$ cat src/rtl/bvm_pkg.sv
package bvm_pkg;

	// classified operation codes carried from front to back
	typedef logic [3:0] op_t;

	localparam op_t OP_RESTART = 4'd0;
	localparam op_t OP_MOV     = 4'd1;
	localparam op_t OP_COPY    = 4'd2;
	localparam op_t OP_ADD     = 4'd3;
	localparam op_t OP_INC     = 4'd4;
	localparam op_t OP_DEC     = 4'd5;
	localparam op_t OP_SUB     = 4'd6;
	localparam op_t OP_CMP     = 4'd7;
	localparam op_t OP_CMPI    = 4'd8;
	localparam op_t OP_JMP     = 4'd9;
	localparam op_t OP_JEQ     = 4'd10;
	localparam op_t OP_JLT     = 4'd11;
	localparam op_t OP_JGT     = 4'd12;
	localparam op_t OP_JNE     = 4'd13;
	localparam op_t OP_RET     = 4'd14;
	localparam op_t OP_BAD     = 4'd15;

	// opcode bytes as fetched
	localparam logic [7:0] FUNC_MOV  = 8'h10;
	localparam logic [7:0] FUNC_COPY = 8'h20;
	localparam logic [7:0] FUNC_ADD  = 8'h30;
	localparam logic [7:0] FUNC_INC  = 8'h31;
	localparam logic [7:0] FUNC_DEC  = 8'h32;
	localparam logic [7:0] FUNC_SUB  = 8'h33;
	localparam logic [7:0] FUNC_CMP  = 8'h40;
	localparam logic [7:0] FUNC_CMPI = 8'h41;
	localparam logic [7:0] FUNC_JMP  = 8'h50;
	localparam logic [7:0] FUNC_JEQ  = 8'h51;
	localparam logic [7:0] FUNC_JLT  = 8'h52;
	localparam logic [7:0] FUNC_JGT  = 8'h53;
	localparam logic [7:0] FUNC_JNE  = 8'h54;
	localparam logic [7:0] FUNC_RET  = 8'h99;

	// argument registers loaded on restart
	localparam logic [7:0] ARG_COUNT_REG = 8'd10;
	localparam logic [7:0] ARG_VALUE_REG = 8'd11;

	// depth of the queue between front and back
	localparam int QUEUE_DEPTH = 2;

	// configuration register select values, compared with paddr[3]
	localparam logic CFG_ARG_COUNT = 1'b0;
	localparam logic CFG_ARG_VALUE = 1'b1;

	typedef struct packed {
		op_t        op;
		logic [7:0] rd;
		logic [7:0] ra;
		logic [7:0] rb;
		logic [7:0] imm;
	} bvm_item_t;

	typedef struct packed {
		logic [63:0] arg_count;
		logic [63:0] arg_value;
	} bvm_cfg_t;

endpackage

$ cat src/rtl/bvm_front.sv
module bvm_front (
	input  logic              in_valid,
	output logic              in_ready,
	input  logic              restart,
	input  logic [7:0]        func,
	input  logic [7:0]        byte_one,
	input  logic [7:0]        byte_two,
	input  logic [7:0]        byte_three,
	input  logic              q_full,
	output logic              q_push,
	output bvm_pkg::bvm_item_t q_item
);
	import bvm_pkg::*;

	// accept whenever the queue has room
	assign in_ready = !q_full;
	assign q_push   = in_valid && !q_full;

	// classify the opcode and route operand bytes to read ports
	always_comb begin
		q_item     = '0;
		q_item.rd  = byte_one;
		q_item.imm = byte_two;
		if (restart) begin
			q_item.op = OP_RESTART;
		end else begin
			unique case (func) inside
				FUNC_MOV: begin
					q_item.op = OP_MOV;
				end
				FUNC_COPY: begin
					q_item.op = OP_COPY;
					q_item.ra = byte_two;
				end
				FUNC_ADD, FUNC_SUB: begin
					q_item.op = (func == FUNC_ADD) ? OP_ADD : OP_SUB;
					q_item.ra = byte_two;
					q_item.rb = byte_three;
				end
				FUNC_INC, FUNC_DEC: begin
					q_item.op = (func == FUNC_INC) ? OP_INC : OP_DEC;
					q_item.ra = byte_one;
				end
				FUNC_CMP: begin
					q_item.op = OP_CMP;
					q_item.ra = byte_one;
					q_item.rb = byte_two;
				end
				FUNC_CMPI: begin
					q_item.op = OP_CMPI;
					q_item.ra = byte_one;
				end
				FUNC_JMP: begin
					q_item.op  = OP_JMP;
					q_item.imm = byte_one;
				end
				FUNC_JEQ: begin
					q_item.op  = OP_JEQ;
					q_item.imm = byte_one;
				end
				FUNC_JLT: begin
					q_item.op  = OP_JLT;
					q_item.imm = byte_one;
				end
				FUNC_JGT: begin
					q_item.op  = OP_JGT;
					q_item.imm = byte_one;
				end
				FUNC_JNE: begin
					q_item.op  = OP_JNE;
					q_item.imm = byte_one;
				end
				FUNC_RET: begin
					q_item.op = OP_RET;
					q_item.ra = ARG_VALUE_REG;
				end
				default: begin
					q_item.op = OP_BAD;
				end
			endcase
		end
	end

endmodule

$ cat src/rtl/bvm_queue.sv
module bvm_queue (
	input  logic               clk,
	input  logic               arst_n,
	input  logic               push,
	input  bvm_pkg::bvm_item_t push_item,
	output logic               full,
	input  logic               pop,
	output logic               head_valid,
	output bvm_pkg::bvm_item_t head_item
);
	import bvm_pkg::*;

	localparam int PTR_W = (QUEUE_DEPTH > 1) ? $clog2(QUEUE_DEPTH) : 1;
	localparam int CNT_W = $clog2(QUEUE_DEPTH + 1);

	bvm_item_t        entry_q [QUEUE_DEPTH];
	logic [PTR_W-1:0] wr_ptr_q;
	logic [PTR_W-1:0] rd_ptr_q;
	logic [CNT_W-1:0] count_q;

	assign full       = (count_q == CNT_W'(QUEUE_DEPTH));
	assign head_valid = (count_q != '0);
	assign head_item  = entry_q[rd_ptr_q];

	// entry storage
	always_ff @(posedge clk) begin
		if (push) begin
			entry_q[wr_ptr_q] <= push_item;
		end
	end

	// pointers and fill count
	always_ff @(posedge clk or negedge arst_n) begin
		if (!arst_n) begin
			wr_ptr_q <= '0;
			rd_ptr_q <= '0;
			count_q  <= '0;
		end else begin
			if (push) begin
				wr_ptr_q <= (wr_ptr_q == PTR_W'(QUEUE_DEPTH - 1)) ? '0 : wr_ptr_q + PTR_W'(1);
			end
			if (pop) begin
				rd_ptr_q <= (rd_ptr_q == PTR_W'(QUEUE_DEPTH - 1)) ? '0 : rd_ptr_q + PTR_W'(1);
			end
			if (push && !pop) begin
				count_q <= count_q + CNT_W'(1);
			end else if (pop && !push) begin
				count_q <= count_q - CNT_W'(1);
			end
		end
	end

endmodule

$ cat src/rtl/bvm_back.sv
module bvm_back #(
	parameter int REGISTER_COUNT = 16,
	parameter int REGISTER_WIDTH = 64
) (
	input  logic               clk,
	input  logic               arst_n,
	input  bvm_pkg::bvm_cfg_t  cfg,
	input  logic               head_valid,
	input  bvm_pkg::bvm_item_t head_item,
	output logic               pop,
	output logic               out_valid,
	input  logic               out_ready,
	output logic [8:0]         next_pointer,
	output logic               halted,
	output logic [63:0]        return_value,
	output logic               bad_opcode
);
	import bvm_pkg::*;

	localparam int IDX_W = $clog2(REGISTER_COUNT);

	// where a read port takes its operand from
	localparam logic [1:0] SRC_MEM   = 2'd0;
	localparam logic [1:0] SRC_FWD   = 2'd1;
	localparam logic [1:0] SRC_CLEAR = 2'd2;
	localparam logic [1:0] SRC_ZERO  = 2'd3;

	logic [REGISTER_WIDTH-1:0] regs_q [REGISTER_COUNT];
	logic [REGISTER_COUNT-1:0] valid_q;
	logic [REGISTER_WIDTH-1:0] shadow_count_q;
	logic [REGISTER_WIDTH-1:0] shadow_value_q;
	logic [2:0]                flags_q;
	logic [8:0]                ip_q;

	logic                      s1_valid_q;
	bvm_item_t                 item_s1;
	logic [REGISTER_WIDTH-1:0] raw_a_s1;
	logic [REGISTER_WIDTH-1:0] raw_b_s1;
	logic [REGISTER_WIDTH-1:0] fwd_s1;
	logic [1:0]                src_a_s1;
	logic [1:0]                src_b_s1;

	logic                      out_valid_q;
	logic [8:0]                next_pointer_q;
	logic                      halted_q;
	logic [63:0]               return_value_q;
	logic                      bad_opcode_q;

	logic                      exec_fire;
	logic                      exec_restart;
	logic                      wen;
	logic [IDX_W-1:0]          w_idx;
	logic [REGISTER_WIDTH-1:0] wdata;
	logic                      writes_reg;
	logic [IDX_W-1:0]          a_idx;
	logic [IDX_W-1:0]          b_idx;
	logic                      a_ok;
	logic                      b_ok;
	logic [1:0]                src_a_d;
	logic [1:0]                src_b_d;
	logic [REGISTER_WIDTH-1:0] clr_a;
	logic [REGISTER_WIDTH-1:0] clr_b;
	logic [REGISTER_WIDTH-1:0] va;
	logic [REGISTER_WIDTH-1:0] vb;
	logic [REGISTER_WIDTH-1:0] imm_w;
	logic [REGISTER_WIDTH-1:0] cmp_b;
	logic [2:0]                flags_d;
	logic                      take;
	logic [8:0]                ip_d;

	// pipeline advance
	assign exec_fire    = s1_valid_q && (!out_valid_q || out_ready);
	assign pop          = head_valid && (!s1_valid_q || exec_fire);
	assign exec_restart = exec_fire && (item_s1.op == OP_RESTART);

	// read addresses of the queue head
	assign a_idx = head_item.ra[IDX_W-1:0];
	assign b_idx = head_item.rb[IDX_W-1:0];
	assign a_ok  = (head_item.ra < 8'(REGISTER_COUNT));
	assign b_ok  = (head_item.rb < 8'(REGISTER_COUNT));

	// operand source, with forwarding of the write retiring this cycle
	always_comb begin
		if (!a_ok) begin
			src_a_d = SRC_ZERO;
		end else if (exec_restart) begin
			src_a_d = SRC_CLEAR;
		end else if (wen && (w_idx == a_idx)) begin
			src_a_d = SRC_FWD;
		end else if (!valid_q[a_idx]) begin
			src_a_d = SRC_CLEAR;
		end else begin
			src_a_d = SRC_MEM;
		end
		if (!b_ok) begin
			src_b_d = SRC_ZERO;
		end else if (exec_restart) begin
			src_b_d = SRC_CLEAR;
		end else if (wen && (w_idx == b_idx)) begin
			src_b_d = SRC_FWD;
		end else if (!valid_q[b_idx]) begin
			src_b_d = SRC_CLEAR;
		end else begin
			src_b_d = SRC_MEM;
		end
	end

	// register file memory, registered read
	always_ff @(posedge clk) begin
		if (wen) begin
			regs_q[w_idx] <= wdata;
		end
		if (pop) begin
			raw_a_s1 <= regs_q[a_idx];
			raw_b_s1 <= regs_q[b_idx];
		end
	end

	// read stage payload
	always_ff @(posedge clk) begin
		if (pop) begin
			item_s1  <= head_item;
			fwd_s1   <= wdata;
			src_a_s1 <= src_a_d;
			src_b_s1 <= src_b_d;
		end
	end

	// read stage occupancy
	always_ff @(posedge clk or negedge arst_n) begin
		if (!arst_n) begin
			s1_valid_q <= 1'b0;
		end else if (pop) begin
			s1_valid_q <= 1'b1;
		end else if (exec_fire) begin
			s1_valid_q <= 1'b0;
		end
	end

	// value of an entry not written since the last clear
	always_comb begin
		if (item_s1.ra == ARG_COUNT_REG) begin
			clr_a = shadow_count_q;
		end else if (item_s1.ra == ARG_VALUE_REG) begin
			clr_a = shadow_value_q;
		end else begin
			clr_a = '0;
		end
		if (item_s1.rb == ARG_COUNT_REG) begin
			clr_b = shadow_count_q;
		end else if (item_s1.rb == ARG_VALUE_REG) begin
			clr_b = shadow_value_q;
		end else begin
			clr_b = '0;
		end
	end

	// operand select
	always_comb begin
		case (src_a_s1)
			SRC_MEM:   va = raw_a_s1;
			SRC_FWD:   va = fwd_s1;
			SRC_CLEAR: va = clr_a;
			default:   va = '0;
		endcase
		case (src_b_s1)
			SRC_MEM:   vb = raw_b_s1;
			SRC_FWD:   vb = fwd_s1;
			SRC_CLEAR: vb = clr_b;
			default:   vb = '0;
		endcase
	end

	assign imm_w = REGISTER_WIDTH'(item_s1.imm);
	assign cmp_b = (item_s1.op == OP_CMPI) ? imm_w : vb;
	assign w_idx = item_s1.rd[IDX_W-1:0];

	// execute: write data, flags and next pointer
	always_comb begin
		writes_reg = 1'b0;
		wdata      = '0;
		flags_d    = flags_q;
		take       = 1'b0;
		ip_d       = ip_q;
		unique case (item_s1.op) inside
			OP_RESTART: begin
				flags_d = '0;
				ip_d    = '0;
			end
			OP_MOV: begin
				writes_reg = 1'b1;
				wdata      = imm_w;
				ip_d       = ip_q + 9'd3;
			end
			OP_COPY: begin
				writes_reg = 1'b1;
				wdata      = va;
				ip_d       = ip_q + 9'd3;
			end
			OP_ADD: begin
				writes_reg = 1'b1;
				wdata      = va + vb;
				ip_d       = ip_q + 9'd4;
			end
			OP_SUB: begin
				writes_reg = 1'b1;
				wdata      = va - vb;
				ip_d       = ip_q + 9'd4;
			end
			OP_INC: begin
				writes_reg = 1'b1;
				wdata      = va + REGISTER_WIDTH'(1);
				ip_d       = ip_q + 9'd2;
			end
			OP_DEC: begin
				writes_reg = 1'b1;
				wdata      = va - REGISTER_WIDTH'(1);
				ip_d       = ip_q + 9'd2;
			end
			OP_CMP, OP_CMPI: begin
				flags_d = {va > cmp_b, va == cmp_b, va < cmp_b};
				ip_d    = ip_q + 9'd3;
			end
			OP_JMP, OP_JEQ, OP_JLT, OP_JGT, OP_JNE: begin
				case (item_s1.op)
					OP_JMP:  take = 1'b1;
					OP_JEQ:  take = flags_q[1];
					OP_JLT:  take = flags_q[0] && !flags_q[1];
					OP_JGT:  take = flags_q[2] && !flags_q[1];
					default: take = !flags_q[1];
				endcase
				ip_d = take ? {1'b0, item_s1.imm} : ip_q + 9'd2;
			end
			default: begin
				// return and undefined opcodes leave the state alone
			end
		endcase
	end

	assign wen = exec_fire && writes_reg && (item_s1.rd < 8'(REGISTER_COUNT));

	// architectural state
	always_ff @(posedge clk or negedge arst_n) begin
		if (!arst_n) begin
			valid_q        <= '0;
			shadow_count_q <= '0;
			shadow_value_q <= '0;
			flags_q        <= '0;
			ip_q           <= '0;
		end else if (exec_fire) begin
			flags_q <= flags_d;
			ip_q    <= ip_d;
			if (exec_restart) begin
				valid_q        <= '0;
				shadow_count_q <= cfg.arg_count[REGISTER_WIDTH-1:0];
				shadow_value_q <= cfg.arg_value[REGISTER_WIDTH-1:0];
			end else if (wen) begin
				valid_q[w_idx] <= 1'b1;
			end
		end
	end

	// result register
	always_ff @(posedge clk or negedge arst_n) begin
		if (!arst_n) begin
			out_valid_q <= 1'b0;
		end else if (exec_fire) begin
			out_valid_q <= 1'b1;
		end else if (out_ready) begin
			out_valid_q <= 1'b0;
		end
	end

	always_ff @(posedge clk) begin
		if (exec_fire) begin
			next_pointer_q <= ip_d;
			halted_q       <= (item_s1.op == OP_RET);
			return_value_q <= (item_s1.op == OP_RET) ? 64'(va) : '0;
			bad_opcode_q   <= (item_s1.op == OP_BAD);
		end
	end

	assign out_valid    = out_valid_q;
	assign next_pointer = next_pointer_q;
	assign halted       = halted_q;
	assign return_value = return_value_q;
	assign bad_opcode   = bad_opcode_q;

endmodule

$ cat src/rtl/bytecode_register_vm_execute.sv
// Execute stage of a small register bytecode machine.
// Input channel (in_valid/in_ready): one instruction per item, either a
// restart or an opcode with up to three operand bytes fetched at the
// current pointer. Output channel (out_valid/out_ready): one result per
// item with the next pointer, halted with register 11, and bad_opcode.
// Configuration: APB-style port, 64-bit data, argument_count at 0x0 and
// argument_value at 0x8; write only while no item is in flight.
// Path: queue, read stage and result register. Throughput: one item per
// cycle while the receiver does not stall, set by the register file memory
// with its registered read ports and a write forward from the retiring
// instruction. A two-entry queue parts the decode front from the execute
// back, and a result register holds the output; when the receiver stalls
// the back end holds, the queue fills and in_ready falls once it is full.
// Reset: registers, flags and pointer read as zero, argument_count is 1 and
// argument_value is 0; per-entry valid bits clear the register file at once,
// so no clearing pass is needed, and a restart item clears it the same way.
module bytecode_register_vm_execute #(
	parameter int REGISTER_COUNT = 16,
	parameter int REGISTER_WIDTH = 64
) (
	input  logic        clk,
	input  logic        arst_n,
	input  logic        in_valid,
	output logic        in_ready,
	input  logic        restart,
	input  logic [7:0]  func,
	input  logic [7:0]  byte_one,
	input  logic [7:0]  byte_two,
	input  logic [7:0]  byte_three,
	output logic        out_valid,
	input  logic        out_ready,
	output logic [8:0]  next_pointer,
	output logic        halted,
	output logic [63:0] return_value,
	output logic        bad_opcode,
	input  logic        psel,
	input  logic        penable,
	input  logic        pwrite,
	input  logic [3:0]  paddr,
	input  logic [63:0] pwdata,
	output logic [63:0] prdata,
	output logic        pready
);
	import bvm_pkg::*;

	bvm_cfg_t  cfg_q;
	bvm_item_t q_item;
	bvm_item_t head_item;
	logic      q_full;
	logic      q_push;
	logic      q_pop;
	logic      head_valid;
	logic      cfg_wr;

	// configuration registers
	assign pready = 1'b1;
	assign cfg_wr = psel && penable && pwrite && pready;

	always_ff @(posedge clk or negedge arst_n) begin
		if (!arst_n) begin
			cfg_q.arg_count <= 64'd1;
			cfg_q.arg_value <= 64'd0;
		end else if (cfg_wr) begin
			if (paddr[3] == CFG_ARG_VALUE) begin
				cfg_q.arg_value <= pwdata;
			end else begin
				cfg_q.arg_count <= pwdata;
			end
		end
	end

	assign prdata = (paddr[3] == CFG_ARG_COUNT) ? cfg_q.arg_count : cfg_q.arg_value;

	// decode front
	bvm_front u_front (
		.in_valid   (in_valid),
		.in_ready   (in_ready),
		.restart    (restart),
		.func       (func),
		.byte_one   (byte_one),
		.byte_two   (byte_two),
		.byte_three (byte_three),
		.q_full     (q_full),
		.q_push     (q_push),
		.q_item     (q_item)
	);

	// queue between front and back
	bvm_queue u_queue (
		.clk        (clk),
		.arst_n     (arst_n),
		.push       (q_push),
		.push_item  (q_item),
		.full       (q_full),
		.pop        (q_pop),
		.head_valid (head_valid),
		.head_item  (head_item)
	);

	// execute back
	bvm_back #(
		.REGISTER_COUNT (REGISTER_COUNT),
		.REGISTER_WIDTH (REGISTER_WIDTH)
	) u_back (
		.clk          (clk),
		.arst_n       (arst_n),
		.cfg          (cfg_q),
		.head_valid   (head_valid),
		.head_item    (head_item),
		.pop          (q_pop),
		.out_valid    (out_valid),
		.out_ready    (out_ready),
		.next_pointer (next_pointer),
		.halted       (halted),
		.return_value (return_value),
		.bad_opcode   (bad_opcode)
	);

endmodule

$ cat config.mk
export PLATFORM = sky130hd
export DESIGN_NAME = bytecode_register_vm_execute
export DESIGN_NICKNAME = d
export VERILOG_FILES = /design/src/rtl/bvm_pkg.sv /design/src/rtl/bvm_front.sv /design/src/rtl/bvm_queue.sv /design/src/rtl/bvm_back.sv /design/src/rtl/bytecode_register_vm_execute.sv
export SDC_FILE = /design/constraint.sdc
export NUM_CORES = 2
export LEC_CHECK = 0
export ABC_CLOCK_PERIOD_IN_PS = 8950
export BUFFER_PORTS_ARGS = -buffer_cell sky130_fd_sc_hd__buf_2
export CAP_MARGIN = 20
export CORE_MARGIN = 4
export CORE_UTILIZATION = 63
export DETAILED_ROUTE_END_ITERATION = 8
export MAX_ROUTING_LAYER = met4
export PLACE_DENSITY_LB_ADDON = 0.2
export SETUP_SLACK_MARGIN = 0.02
export SYNTH_ARGS = -nofsm -noshare
export SYNTH_HDL_FRONTEND = slang
export SYNTH_SLANG_ARGS = --single-unit
$ cat constraint.sdc
create_clock -name clk -period 8.95 [get_ports clk]
set_input_delay 0 -clock clk [delete_from_list [all_inputs] [get_ports clk]]
set_output_delay 0 -clock clk [all_outputs]
set_load 0.05 [all_outputs]
==> impl_results.html <==
<table>
<tr><th>Metric</th><th>Value</th></tr>
<tr><th colspan="2">Outcome</th></tr>
<tr><td>Result of the run</td><td>completed</td></tr>
<tr><th colspan="2">Power and ir drop</th></tr>
<tr><td>Pwr Density</td><td>389 nW/um2</td></tr>
<tr><td>Worst VDD drop</td><td>0.301 mV</td></tr>
<tr><td>Leakage power</td><td>39.1 nW</td></tr>
<tr><th colspan="2">Logic synthesis</th></tr>
<tr><td>Yosys cell types</td><td>89</td></tr>
<tr><td>Count of flip-flops with a built-in enable after synthesis</td><td>1403</td></tr>
<tr><td>Sequential fraction of the synthesis area</td><td>0.565</td></tr>
<tr><td>Yosys Warn Count</td><td>0</td></tr>
<tr><td>Cell type contributing the most total cell area after synthesis</td><td>sky130_fd_sc_hd__edfxtp_1</td></tr>
<tr><td>Mean instance size in the synthesized netlist</td><td>10.3 um2</td></tr>
<tr><td>Post-synth ARST share</td><td>0.171</td></tr>
<tr><td>Synthesis-stage register bit count</td><td>1693</td></tr>
<tr><td>Synthesized instance count</td><td>8492</td></tr>
<tr><td>Cell types with the largest area share after synthesis</td><td>sky130_fd_sc_hd__edfxtp_1, sky130_fd_sc_hd__nand2_1, sky130_fd_sc_hd__dfrtp_1, sky130_fd_sc_hd__nand3_1, sky130_fd_sc_hd__mux2_2</td></tr>
<tr><td>Nets in the synthesized netlist</td><td>8734</td></tr>
<tr><td>Primary flip-flop cell chosen by synthesis mapping</td><td>sky130_fd_sc_hd__edfxtp_1</td></tr>
<tr><td>Post-synth top area share</td><td>0.482</td></tr>
<tr><td>Cell Area, Synth</td><td>87400 um2</td></tr>
<tr><th colspan="2">Clock network</th></tr>
<tr><td>Clock tree from TritonCTS</td><td>done</td></tr>
<tr><td>Post-cts repair resize count</td><td>0</td></tr>
<tr><td>Clock transition at the registers of the reported paths</td><td>0.07 ns</td></tr>
<tr><td>Cts hold-fix bufs</td><td>160</td></tr>
<tr><td>Root buffer cell</td><td>sky130_fd_sc_hd__clkbuf_16</td></tr>
<tr><td>CTS sink cnt</td><td>1693</td></tr>
<tr><td>Maximum buffer depth of the clock tree</td><td>3</td></tr>
<tr><td>CTS Buf Count</td><td>170</td></tr>
<tr><td>Later-pin clock latency in the skew report</td><td>0.82 ns</td></tr>
<tr><td>Depth of the CTS H-tree</td><td>4</td></tr>
<tr><td>Post-CTS Setup Inserts</td><td>0</td></tr>
<tr><th colspan="2">Global routing</th></tr>
<tr><td>Global-route total usage across every layer</td><td>0.435</td></tr>
<tr><td>Vias in the first global route</td><td>70.8k</td></tr>
<tr><td>Antenna violations before repair</td><td>15</td></tr>
<tr><td>Wire length of the first global-routing pass</td><td>457000 um</td></tr>
<tr><td>Sum of overflow across all layers after global routing</td><td>0</td></tr>
<tr><td>Pin count of the biggest net entering global routing</td><td>170</td></tr>
<tr><th colspan="2">STA</th></tr>
<tr><td>Clock skew after layout</td><td>0.0626 ns</td></tr>
<tr><td>Minimum period implied by the final worst setup slack</td><td>8.39 ns</td></tr>
<tr><td>RSZ-0062 raised after global routing</td><td>false</td></tr>
<tr><td>Slew HR</td><td>0.177</td></tr>
<tr><td>Fin. max-slew vios</td><td>0</td></tr>
<tr><td>Summed negative setup slack over all endpoints</td><td>0 ns</td></tr>
<tr><td>Final setup violation count</td><td>0</td></tr>
<tr><td>Achievable frequency</td><td>119 MHz</td></tr>
<tr><td>Slew at the pin with the worst max-slew slack</td><td>1.23 ns</td></tr>
<tr><td>Part of the cycle the worst path needs</td><td>0.937</td></tr>
<tr><td>Final Hold Viols</td><td>0</td></tr>
<tr><th colspan="2">Critical path</th></tr>
<tr><td>Critical Path Stages</td><td>24</td></tr>
<tr><td>Endpoint arrival time on the critical path</td><td>8.88 ns</td></tr>
<tr><td>R2r startpoint</td><td>u_back.src_b_s1[0]</td></tr>
<tr><td>Worst setup path startpoint</td><td>u_back.src_b_s1[0]</td></tr>
<tr><td>FF-to-FF path depth</td><td>24</td></tr>
<tr><td>Biggest fanout along the worst timing path</td><td>19</td></tr>
<tr><td>Worst path cell trace</td><td>nand2b_1 &gt; nor4_1 &gt; a21oi_2 &gt; ha_1 &gt; and4_1 &gt; nand3_1 &gt; or3_1 &gt; nor2_2 &gt; nand2_1 &gt; nor3_1 &gt; o21ai_0 &gt; a22o_1 &gt; ha_1 &gt; nand3_1 &gt; nor2_1 &gt; nand4_1 &gt; nor4_1 &gt; a31oi_1 &gt; a22oi_1 &gt; and4b_1 &gt; o221ai_1 &gt; or3_1 &gt; a211o_1 &gt; o211ai_2</td></tr>
<tr><td>Longest individual stage delay on the worst path</td><td>1.08 ns</td></tr>
<tr><td>Worst setup path endpoint</td><td>u_back.regs_q[7][63]</td></tr>
<tr><td>Reg-to-reg endpoint</td><td>u_back.regs_q[7][63]</td></tr>
<tr><td>Critical Path Sink Type</td><td>flip-flop</td></tr>
<tr><td>Setup slack on the worst flop-to-flop path</td><td>0.56 ns</td></tr>
<tr><td>Type of origin of the critical path</td><td>flip-flop</td></tr>
<tr><td>Critical path buffers and inverters</td><td>0</td></tr>
<tr><td>WS Path Type</td><td>flip-flop to flip-flop</td></tr>
<tr><td>Worst path required time</td><td>9.45 ns</td></tr>
<tr><td>Top delay family on crit path</td><td>simple AND/OR/NAND/NOR gates</td></tr>
<tr><td>Worst path slowest cell</td><td>sky130_fd_sc_hd__edfxtp_1</td></tr>
<tr><th colspan="2">Detailed routing</th></tr>
<tr><td>DR vias/cell</td><td>6.96</td></tr>
<tr><td>Number of DRC markers after the initial detailed-route iteration</td><td>11.7k</td></tr>
<tr><td>DR vias</td><td>73.9k</td></tr>
<tr><td>Initial DRT Pass Iterations</td><td>8</td></tr>
<tr><td>Post-detailed-route wirelength per cell</td><td>29.7 um</td></tr>
<tr><td>Antenna viol nets, final</td><td>0</td></tr>
<tr><td>Routed WL</td><td>315000 um</td></tr>
<tr><td>Number of remaining DRC errors</td><td>0</td></tr>
<tr><th colspan="2">Layout</th></tr>
<tr><td>Final instance area</td><td>98300 um2</td></tr>
<tr><td>Layout overhead on the synthesized area</td><td>12.5%</td></tr>
<tr><td>Multi-input logic area</td><td>35500 um2</td></tr>
<tr><td>Most frequent cells in the layout</td><td>sky130_fd_sc_hd__nand2_1, sky130_fd_sc_hd__edfxtp_1, sky130_fd_sc_hd__nand3_1, sky130_fd_sc_hd__mux2_2, sky130_fd_sc_hd__dfrtp_1</td></tr>
<tr><td>Most common cell after layout, fill and taps aside</td><td>sky130_fd_sc_hd__nand2_1</td></tr>
<tr><td>Total of fill cells in the finished design</td><td>9381</td></tr>
<tr><td>Post-layout nets</td><td>8916</td></tr>
<tr><td>Final cell utilization of the core</td><td>0.714</td></tr>
<tr><td>Sequential cell area in the final layout</td><td>49400 um2</td></tr>
<tr><td>Ratio of cells with drive above 1 in the final layout</td><td>0.140</td></tr>
<tr><td>Fin cells</td><td>10.6k</td></tr>
<tr><th colspan="2">Die</th></tr>
<tr><td>Standard-cell row count</td><td>136</td></tr>
<tr><td>Die Wd</td><td>380 um</td></tr>
<tr><td>Core Area</td><td>138000 um2</td></tr>
<tr><td>Io pins</td><td>250</td></tr>
<tr><td>Starting density of the core</td><td>0.635</td></tr>
<tr><td>Die height</td><td>380 um</td></tr>
<tr><td>Full die area</td><td>145000 um2</td></tr>
<tr><th colspan="2">Flow run</th></tr>
<tr><td>Number of max-cap violations</td><td>0</td></tr>
<tr><th colspan="2">Placed design</th></tr>
<tr><td>Placed cells</td><td>10.1k</td></tr>
<tr><td>Post-DP Area</td><td>90900 um2</td></tr>
<tr><td>Hpwl dp</td><td>196000 um</td></tr>
<tr><td>Port Buf Inserts</td><td>245</td></tr>
<tr><td>Final Wtd Congestion</td><td>1.05</td></tr>
<tr><th colspan="2">Min path</th></tr>
<tr><td>Hold crit path type</td><td>input pin to flip-flop</td></tr>
</table>
-- Yosys cell counts (17+ instances only) --
| library cell | instances |
|---|---|
| sky130_fd_sc_hd__a21o_1 | 80 |
| sky130_fd_sc_hd__a21oi_1 | 180 |
| sky130_fd_sc_hd__a221oi_1 | 29 |
| sky130_fd_sc_hd__a22oi_1 | 27 |
| sky130_fd_sc_hd__a311oi_1 | 267 |
| sky130_fd_sc_hd__a31oi_1 | 176 |
| sky130_fd_sc_hd__and2_1 | 17 |
| sky130_fd_sc_hd__and3_1 | 153 |
| sky130_fd_sc_hd__buf_1 | 49 |
| sky130_fd_sc_hd__buf_2 | 22 |
| sky130_fd_sc_hd__clkbuf_1 | 549 |
| sky130_fd_sc_hd__dfrtp_1 | 289 |
| sky130_fd_sc_hd__edfxtp_1 | 1403 |
| sky130_fd_sc_hd__ha_1 | 133 |
| sky130_fd_sc_hd__inv_1 | 96 |
| sky130_fd_sc_hd__mux2_2 | 393 |
| sky130_fd_sc_hd__mux2i_1 | 189 |
| sky130_fd_sc_hd__nand2_1 | 2296 |
| sky130_fd_sc_hd__nand2b_1 | 48 |
| sky130_fd_sc_hd__nand3_1 | 1075 |
| sky130_fd_sc_hd__nand4_1 | 43 |
| sky130_fd_sc_hd__nor2_1 | 264 |
| sky130_fd_sc_hd__nor3_1 | 37 |
| sky130_fd_sc_hd__nor4_1 | 29 |
| sky130_fd_sc_hd__o21a_1 | 28 |
| sky130_fd_sc_hd__o21ai_0 | 119 |
| sky130_fd_sc_hd__o22a_1 | 59 |
| sky130_fd_sc_hd__o22ai_1 | 92 |
| sky130_fd_sc_hd__xnor2_1 | 75 |
| sky130_fd_sc_hd__xor2_1 | 38 |
-- worst reg2reg max path: cells and delay by family (launching register included) --
kind	cells	cell delay, ns
and+or+nand+nor	14	4.16
AOI/OAI and AO/OA	8	2.15
DFF	1	1.08
adders and majority gates	2	0.67
-- routing by layer --
| layer | GRT usage | vias to the layer above | part of all wire |
|---|---|---|---|
| li1 | - | 31400 | - |
| met1 | 0.566 | 35500 | 0.36 |
| met2 | 0.643 | 5837 | 0.44 |
| met3 | 0.116 | 1174 | 0.14 |
| met4 | 0.203 | 0 | 0.057 |
| met5 | - | - | 0 |
-- cells by family (layout without fill, tap and decap cells) --
| group | after synthesis | count (layout) | share of synthesized area |
|---|---|---|---|
| mux | 584 | 584 | 0.0726 |
| xor+xnor | 113 | 113 | 0.0113 |
| other cells | 1 | 4 | 0.0000429 |
| fa+ha+maj | 134 | 134 | 0.0193 |
| compound gates | 1192 | 1192 | 0.0970 |
| simple gates | 4041 | 4041 | 0.202 |
| flops | 1693 | 1693 | 0.565 |
| buf+inv | 734 | 1064 | 0.0328 |
-- power by group --
group | internal, mW | switching (mW)
Combinational | 5.36 | 12.8
Clock | 4.15 | 3.16
Sequential | 11.3 | 1.45
Total | 20.8 | 17.4
-- how the worst min path moves through the flow --
stage / start / end / slack [ns] / cells after the start
after global placement: arst_n / cfg_q[120] / 0.12 / 1
after detailed placement: arst_n / cfg_q[122] / 0.14 / 1
after global routing: pwdata[58] / cfg_q[122] / 0.02 / 3
after CTS: pwdata[58] / cfg_q[122] / 0.0003 / 3
after floorplan: arst_n / cfg_q[0] / -0.30 / 0
final: pwdata[4] / cfg_q[4] / 0.03 / 3
-- per-stage QoR --
step	total power, mW	worst slack [ns]	hold WS, ns
final	38.2	0.565	0.0265
after global routing	39.5	0.423	0.0158
after CTS	37.3	0.704	0.000346
after detailed placement	30.0	0.753	0.140
after global placement	29.7	0.837	0.124
after floorplan	23.3	1.90	-0.296
-- sequential cells by signal, indices dropped and copies added (netlist names), 2 cells and up --
register               cells
cfg_q                    128
u_back.flags_q             3
u_back.fwd_s1             64
u_back.imm_w               8
u_back.ip_q                9
u_back.item_s1            28
u_back.next_pointer        9
u_back.raw_a_s1           64
u_back.raw_b_s1           64
u_back.regs_q           1024
u_back.return_value       64
u_back.shadow_count_q     64
u_back.shadow_value_q     64
u_back.src_a_s1            2
u_back.src_b_s1            2
u_back.valid_q            16
u_queue.count_q            2
u_queue.entry_q           72
-- area by class of cell --
| cell class | instances | area share |
|---|---|---|
| well taps | 1794 | 0.0228 |
| repair buffers | 642 | 0.0510 |
| multi-input cells | 6065 | 0.361 |
| flip-flops and latches | 1693 | 0.502 |
| clock inverters | 102 | 0.0119 |
| clock buffers | 218 | 0.0466 |
| inverters | 102 | 0.00433 |
| diodes | 3 | 0.0000764 |
(Power assumes the default switching activity.)
